## src/sv/bfu_pkg.sv

```systemverilog
// Shared types, field widths and constants for the bilinear frame upscaler.
// No dependencies; every other file of the block imports this package.
`timescale 1ns / 1ps
`default_nettype none

package bfu_pkg;

  localparam int CFG_W     = 14;
  localparam int CFG_IDX_W = 2;
  localparam int COORD_W   = 13;
  localparam int IDX_W     = 19;
  localparam int COLOR_W   = 24;
  localparam int PIXEL_W   = 32;
  localparam int CHAN_W    = 8;
  localparam int NUM_CHAN  = 3;
  localparam int FRAC_W    = 8;

  localparam int SRC_WIDTH_DEF   = 640;
  localparam int SRC_HEIGHT_DEF  = 480;
  localparam int MAX_COLUMNS_DEF = 4096;

  localparam logic [CFG_W-1:0]  DST_WIDTH_RST  = 14'd640;
  localparam logic [CFG_W-1:0]  DST_HEIGHT_RST = 14'd480;
  localparam logic [FRAC_W-1:0] FRAC_MAX       = 8'hFF;
  localparam logic [FRAC_W:0]   FRAC_ONE       = 9'd256;
  localparam logic [CHAN_W-1:0] ALPHA_OPAQUE   = 8'hFF;

  typedef enum logic [CFG_IDX_W-1:0] {
    CFG_DST_WIDTH  = 2'd0,
    CFG_DST_HEIGHT = 2'd1
  } cfg_index_t;

  typedef enum logic {
    OP_WRITE = 1'b0,
    OP_READ  = 1'b1
  } op_t;

endpackage

`default_nettype wire

```

## src/sv/bfu_map.sv

```systemverilog
// Pipelined coordinate mapper: destination coordinate to source position and fraction.
// Restoring division, one quotient bit per stage. Depends on bfu_pkg.
`timescale 1ns / 1ps
`default_nettype none

module bfu_map #(
  parameter int SRC_SIZE = 640,
  parameter int COORD_W  = 13,
  parameter int QW       = 18,
  parameter int IPW      = 10
) (
  input  logic                         clk,
  input  logic [COORD_W-1:0]           coord,
  input  logic [bfu_pkg::CFG_W-1:0]    dst_size,
  output logic [IPW-1:0]               pos,
  output logic [bfu_pkg::FRAC_W-1:0]   frac
);
  import bfu_pkg::*;

  localparam int SW   = $clog2(SRC_SIZE + 1);
  localparam int PW   = COORD_W + SW;
  localparam int LW   = CFG_W + SW;
  localparam int CMPW = (PW > LW) ? PW : LW;
  localparam int NW   = PW + FRAC_W;

  logic [CFG_W-1:0] div_eff;
  logic [PW-1:0]    prod_r;
  logic [LW-1:0]    lim_r;
  logic [NW-1:0]    num;

  logic [CFG_W-1:0] rem_r   [QW];
  logic [QW-1:0]    low_r   [QW];
  logic [QW-1:0]    quo_r   [QW+1];
  logic             clamp_r [QW+1];

  logic [CFG_W-1:0] rem_nxt [QW];
  logic             bit_nxt [QW];

  // A zero size behaves as one.
  assign div_eff = (dst_size == '0) ? CFG_W'(1) : dst_size;
  assign num     = {prod_r, FRAC_W'(0)};

  always_comb begin
    logic [CFG_W:0] trial;
    for (int k = 0; k < QW; k++) begin
      trial = {rem_r[k], low_r[k][QW-1]};
      if (trial >= {1'b0, div_eff}) begin
        rem_nxt[k] = CFG_W'(trial - {1'b0, div_eff});
        bit_nxt[k] = 1'b1;
      end else begin
        rem_nxt[k] = CFG_W'(trial);
        bit_nxt[k] = 1'b0;
      end
    end
  end

  // The position saturates when coord*S >= (S-1)*D; otherwise the quotient
  // coord*S*256/D fits in QW bits and the remainder starts below D.
  always_ff @(posedge clk) begin
    prod_r     <= PW'(coord) * PW'(SRC_SIZE);
    lim_r      <= LW'(div_eff) * LW'(SRC_SIZE - 1);
    rem_r[0]   <= CFG_W'(num >> QW);
    low_r[0]   <= QW'(num);
    quo_r[0]   <= '0;
    clamp_r[0] <= CMPW'(prod_r) >= CMPW'(lim_r);
    for (int k = 0; k < QW; k++) begin
      quo_r[k+1]   <= {quo_r[k][QW-2:0], bit_nxt[k]};
      clamp_r[k+1] <= clamp_r[k];
    end
    for (int k = 0; k < QW - 1; k++) begin
      rem_r[k+1] <= rem_nxt[k];
      low_r[k+1] <= low_r[k] << 1;
    end
  end

  assign pos  = clamp_r[QW] ? IPW'(SRC_SIZE - 2) : IPW'(quo_r[QW] >> FRAC_W);
  assign frac = clamp_r[QW] ? FRAC_MAX : quo_r[QW][FRAC_W-1:0];

endmodule

`default_nettype wire

```

## config.mk

```make
export PLATFORM = sky130hd
export DESIGN_NAME = bfu_map
export DESIGN_NICKNAME = d
export VERILOG_FILES = /design/src/sv/bfu_pkg.sv /design/src/sv/bfu_map.sv
export SDC_FILE = /design/constraint.sdc
export NUM_CORES = 1
export LEC_CHECK = 0
export BUFFER_PORTS_ARGS = -buffer_cell sky130_fd_sc_hd__buf_2
export CAP_MARGIN = 20
export CORE_MARGIN = 2
export CORE_UTILIZATION = 50
export CTS_CLUSTER_SIZE = 10
export DETAILED_ROUTE_END_ITERATION = 10
export PLACE_DENSITY_LB_ADDON = 0.3
export REMOVE_ABC_BUFFERS = 1
export SYNTH_ARGS = -nofsm -noshare
export SYNTH_HDL_FRONTEND = slang
export SYNTH_SLANG_ARGS = --single-unit
```

## constraint.sdc

```tcl
create_clock -name clk -period 11.9 [get_ports clk]
set_clock_uncertainty 0.05 [all_clocks]
set_input_delay 0 -clock clk [delete_from_list [all_inputs] [get_ports clk]]
set_output_delay 0 -clock clk [all_outputs]
set_load 0.03 [all_outputs]
```

-- Yosys cells after proc, flatten, opt, wreduce, memory -nomap -nowiden
Memory sizes are Yosys's and may differ from the RTL's.
Cells that the tools add are included.
- input port bits: 28
- register bits: 40
- memories: 4
- logic and storage cells: 83
- bits in writable memories: 919
- memory list (memory ; words ; bits a word ; read ports ; clocked after memory_dff ; wr ports ; line ; text):
    quo_r ; 19 ; 18 ; 19 ; 0 ; 19 ; bfu_map.sv:33 ; logic [QW-1:0] quo_r [QW+1];
    low_r ; 18 ; 17 ; 18 ; 0 ; 18 ; bfu_map.sv:32 ; logic [QW-1:0] low_r [QW];
    rem_r ; 18 ; 14 ; 18 ; 0 ; 18 ; bfu_map.sv:31 ; logic [CFG_W-1:0] rem_r [QW];
    clamp_r ; 19 ; 1 ; 19 ; 0 ; 19 ; bfu_map.sv:34 ; logic clamp_r [QW+1];
- order comparisons: 19
- add/sub/neg operators: 17
- multipliers: 2
- reduce and logical (&&, ||, !) cells: 1
- multiplexer cells: 38
- operator list (operator ; number):
    $ge A15 B14 Y1 ; 18
    $mux W14 ; 18
    $sub A14 B14 Y14 ; 17
    $ge A23 B24 Y1 ; 1
    $mul A14 B10 Y24 const B ; 1
    $mux W1 ; 18
    $mul A13 B3 Y16 const B ; 1
    $logic_not A14 Y1 ; 1
    $mux W10 ; 1
    $mux W8 ; 1

-- Logic depth before layout (Yosys ltp)
- depth in word-level cells: 4
- gate-level depth with buffers: 28

-- Worst setup path after synthesis
No wires, ideal clock.
- path type: in2reg
- from: input dst_size[12] (netlist name)
- to: register lim_r[21]
- buffers on the path: 1
- stages: 24
- arrival: 6.196 ns
- slack: 5.582 ns
- cells stage by stage: inv_1 ha_1 and4_1 nand3_1 clkbuf_1 nand2_1 fa_1 inv_1 fa_1 ha_1 fa_1 inv_1 fa_1 inv_1 ha_1 nand3_1 nor2_1 o31a_1 a41o_1 o211ai_1 o311ai_0 a21o_1 a21oi_1 xnor2_1
- cells in the longest elaborated chain, start to end: 3
- RTL lines (element ; line ; text):
    start: declaration ; bfu_map.sv:14 ; input logic [bfu_pkg::CFG_W-1:0] dst_size,
    $logic_not A14 Y1 ; bfu_map.sv:40 ; assign div_eff = (dst_size == '0) ? CFG_W'(1) : dst_size;
    $mux W14 * ; bfu_map.sv:40 ;
    $mul A14 B10 Y24 * ; bfu_map.sv:61 ; lim_r <= LW'(div_eff) * LW'(SRC_SIZE - 1);
    end signal: assignment ; bfu_map.sv:61 ;
    end: declaration ; bfu_map.sv:28 ; logic [LW-1:0] lim_r;
Every way passes the cells marked *; elsewhere a longest branch is shown, timed or not.

-- Final worst setup path
- from: input dst_size[12] (netlist name)
- to: register lim_r[23]
The elaborated chain is that of the path after synthesis.

==> results by group <==
Outcome
  • Status: completed

STA
  • Tcrit/Tclk final: 0.549
  • Tmin final: 6.54 ns
  • Final slew viol count: 0
  • Worst hold slack: 0.0603 ns
  • Final TNS setup: 0 ns
  • RSZ-0062 raised after global routing: false
  • Final setup vio count: 0
  • Slew HR: 0.332
  • Fmax: 153 MHz
  • Final hold violations: 0
  • Actual slew at the worst max-slew pin: 1.00 ns

Global routing
  • GRT overflow: 0
  • Largest net degree at the start of global routing: 52
  • Vias in the first global route: 19400
  • GRT Total Usage: 0.222
  • Initial antenna violation count: 1
  • First-pass GRT wire length: 97.0 mm

Synth
  • Synth cell types: 76
  • Number of synthesized flops with an enable pin: 0
  • Mapped Avg Cell Area: 9.79 um^2
  • Cells after Synth: 2712
  • Synth Cell Area: 26600 um^2
  • Ys Warns: 0
  • Yosys reg bits: 487
  • Sequential-to-total area share from yosys stat: 0.367
  • FFs w/ async S/R, synth: 0
  • Synth area leader: dfxtp_1
  • Post-synth top flop: dfxtp_1
  • Top cell type's share of synthesized area: 0.367
  • Ranking of synthesized cells by area: dfxtp_1 37%, ha_1 17%, fa_1 5.4%

Finish
  • Area Overhead vs Synth: 10.7%
  • Layout Cells excl Fill: 3527
  • Share of layout cells above drive strength 1: 0.0986
  • # diodes: 0
  • Area of the multi-input gates: 15900 um^2
  • FILL cells: 4624
  • Register area: 9750 um^2
  • Final Util: 0.560
  • Final nets: 3277

Clocking
  • CTS tree: built
  • Clock transition at path regs: 0.05 ns
  • # resized after CTS: 0
  • CTS sink count: 487
  • H-Tree Depth: 2
  • Post-CTS setup buffer count: 0
  • CTS Buffer Depth: 3
  • CTS root buf: clkbuf_16
  • Num CTS Buffers: 56
  • Clock network latency to the later pin of the worst-skew pair: 0.61 ns

Min path
  • WHS Path Cells: 2
  • Worst Hold End: prod_r[8]
  • Hold_sp: coord[1]
  • Hold crit path type: in -> reg

Routing
  • Met2 wire len: 27.7 mm
  • Routed WL per cell: 17.1 um
  • Routed Antenna Nets: 0
  • Drt drc: 0
  • Met3 wire length: 2.76 mm
  • WL met1: 27.6 mm
  • Initial detailed-routing violation count: 1126
  • Max layer used: met4
  • Final WL: 60.4 mm
  • Vias/cell: 5.53
  • First-pass DRT Iterations: 5
  • Via count: 19500

Floorplan
  • Die X: 234 um
  • Ports: 46
  • Die Span Y: 234 um
  • Core Footprint: 52600 um^2
  • Site Rows: 84
  • Full die area: 55000 um^2
  • Initial Util: 0.505

Worst setup path
  • Reg2Reg Capture Point: rem_r[4][7]
  • Worst EP required: 12.38 ns
  • Most used cell, CP: inv_1
  • Delay-heaviest family, CP: adder cells
  • Register-to-register setup slack: 8.40 ns
  • Worst EP arrival: 7.02 ns
  • CP bufs+invs: 9
  • CP Max Fanout: 21
  • Worst r2r src: rem_r[3][1]
  • CP max stage delay: 0.68 ns
  • R2R depth: 10
  • Slowest cell on crit path: o311ai_0
  • Critical path class: in -> reg
  • Crit end category: register
  • Type of origin of the critical path: primary input

Place
  • Placed wire-length estimate: 43.4 mm
  • Routability congestion estimate: 0.881
  • Port bufs: 45
  • Post-placement cell count: 3428

Power and ir drop
  • Worst VDD drop: 0.141 mV
  • Total power: 9.64 mW
  • Leakage: 13.5 nW
  • Pwr dens: 328 nW/um^2

Flow run
  • Max Cap Viol: 0
-- flip-flops by register name, summed over array words and instances, names as in the netlist --
name	flops
clamp_r	19
low_r	6
rem_r	251
prod_r	16
lim_r	24
quo_r	171
-- worst register-to-register path, stage by stage (launching register included) --
cell and delay (ns):
dfxtp_1 0.34, ha_1 0.41, nand2_1 0.09, a211oi_1 0.38
o221ai_1 0.26, o21ai_1 0.30, nand2b_1 0.15, nand2_1 0.12
o311ai_1 0.12, a21oi_2 0.70, mux2_2 0.47
-- report_power, final --
group | switching [mW] | internal, mW
logic | 2.86 | 2.41
clock network | 0.630 | 0.860
registers | 0.389 | 2.49
-- per-stage QoR --
step,setup WS (ns),cell area [um^2]
after floorplan,5.65,26400
after global placement,4.90,27600
after detailed placement,4.80,27600
after CTS,5.42,29400
after global routing,4.81,29400
final,5.36,29400
-- cell usage in the layout, fill, tap and decap left out, drive strengths merged, types with 8 or more instances in the layout --
cell type,instances
and3,16
nand2b,18
o21ai,174
o21a,24
nor2,181
xnor2,128
o211ai,8
nand2,165
a21o,88
nand4,33
xor2,89
ha,355
a21oi,199
inv,193
or2,29
dlygate4sd3,24
o21bai,30
clkbuf,70
dfxtp,487
a211oi,15
a31oi,27
nand3,24
or3,9
mux2,99
buf,67
nor3,64
fa,72
nor4,9
nor2b,32
o31ai,8
-- repair_timing --
action / 4_1_cts / 5_1_grt
hold endpoints to repair: 21 / 0
hold buffers: 24 / 0
endpoints found under the setup margin: 0 / 0
-- area by class of cell --
cell class / count / share of cell area
Inverter: 193 / 0.0246
Multi-Input combinational cell: 1993 / 0.541
Timing Repair Buffer: 91 / 0.0214
Sequential cell: 487 / 0.332
Clock inverter: 5 / 0.00200
Clock buffer: 70 / 0.0505
Tap cell: 688 / 0.0293
-- metal layers --
metal	vias to the layer above	GRT usage
met5	-	0
met4	0	0.0914
met2	445	0.370
met3	153	0.0367
met1	9137	0.285
li1	9760	-
-- how the worst max path moves through the flow --
stage	from	to	slack [ns]	cells after the start
floorplan	dst_size[12]	lim_r[21]	5.65	23
global placement	dst_size[12]	lim_r[21]	4.90	26
detailed placement	dst_size[12]	lim_r[23]	4.80	26
CTS	dst_size[12]	lim_r[23]	5.42	26
global route	dst_size[12]	lim_r[23]	4.81	26
finish	dst_size[12]	lim_r[23]	5.36	26
-- kinds of logic after synthesis --
logic type,count (synthesis),share of synthesized area
mux,105,0.0452
buf+inv,232,0.0344
simple gates,601,0.107
flops,487,0.367
xor+xnor,217,0.0716
compound gates,643,0.153
fa+ha+maj,427,0.222
-- cells in the mapped netlist (all sizes together), types with 5 or more instances --
cell     number
o21ai       174
or3           9
mux2         99
o21a         24
a221oi        7
nand3        24
nand2       165
nand2b       18
or2          29
a21oi       199
ha          355
o41ai         7
xor2         89
nor2b        32
o21bai       30
and3         16
nor3         64
a21o         88
mux2i         6
nand4        33
o211ai        8
a41o          7
xnor2       128
nor2        181
a2111oi       6
a31oi        27
clkbuf       21
and2          5
dfxtp       487
nor4          9
buf          18
nand3b        7
a211oi       15
fa           72
o31ai         8
inv         193
a21boi        5
No activity file was read; power rests on OpenSTA's default activity.
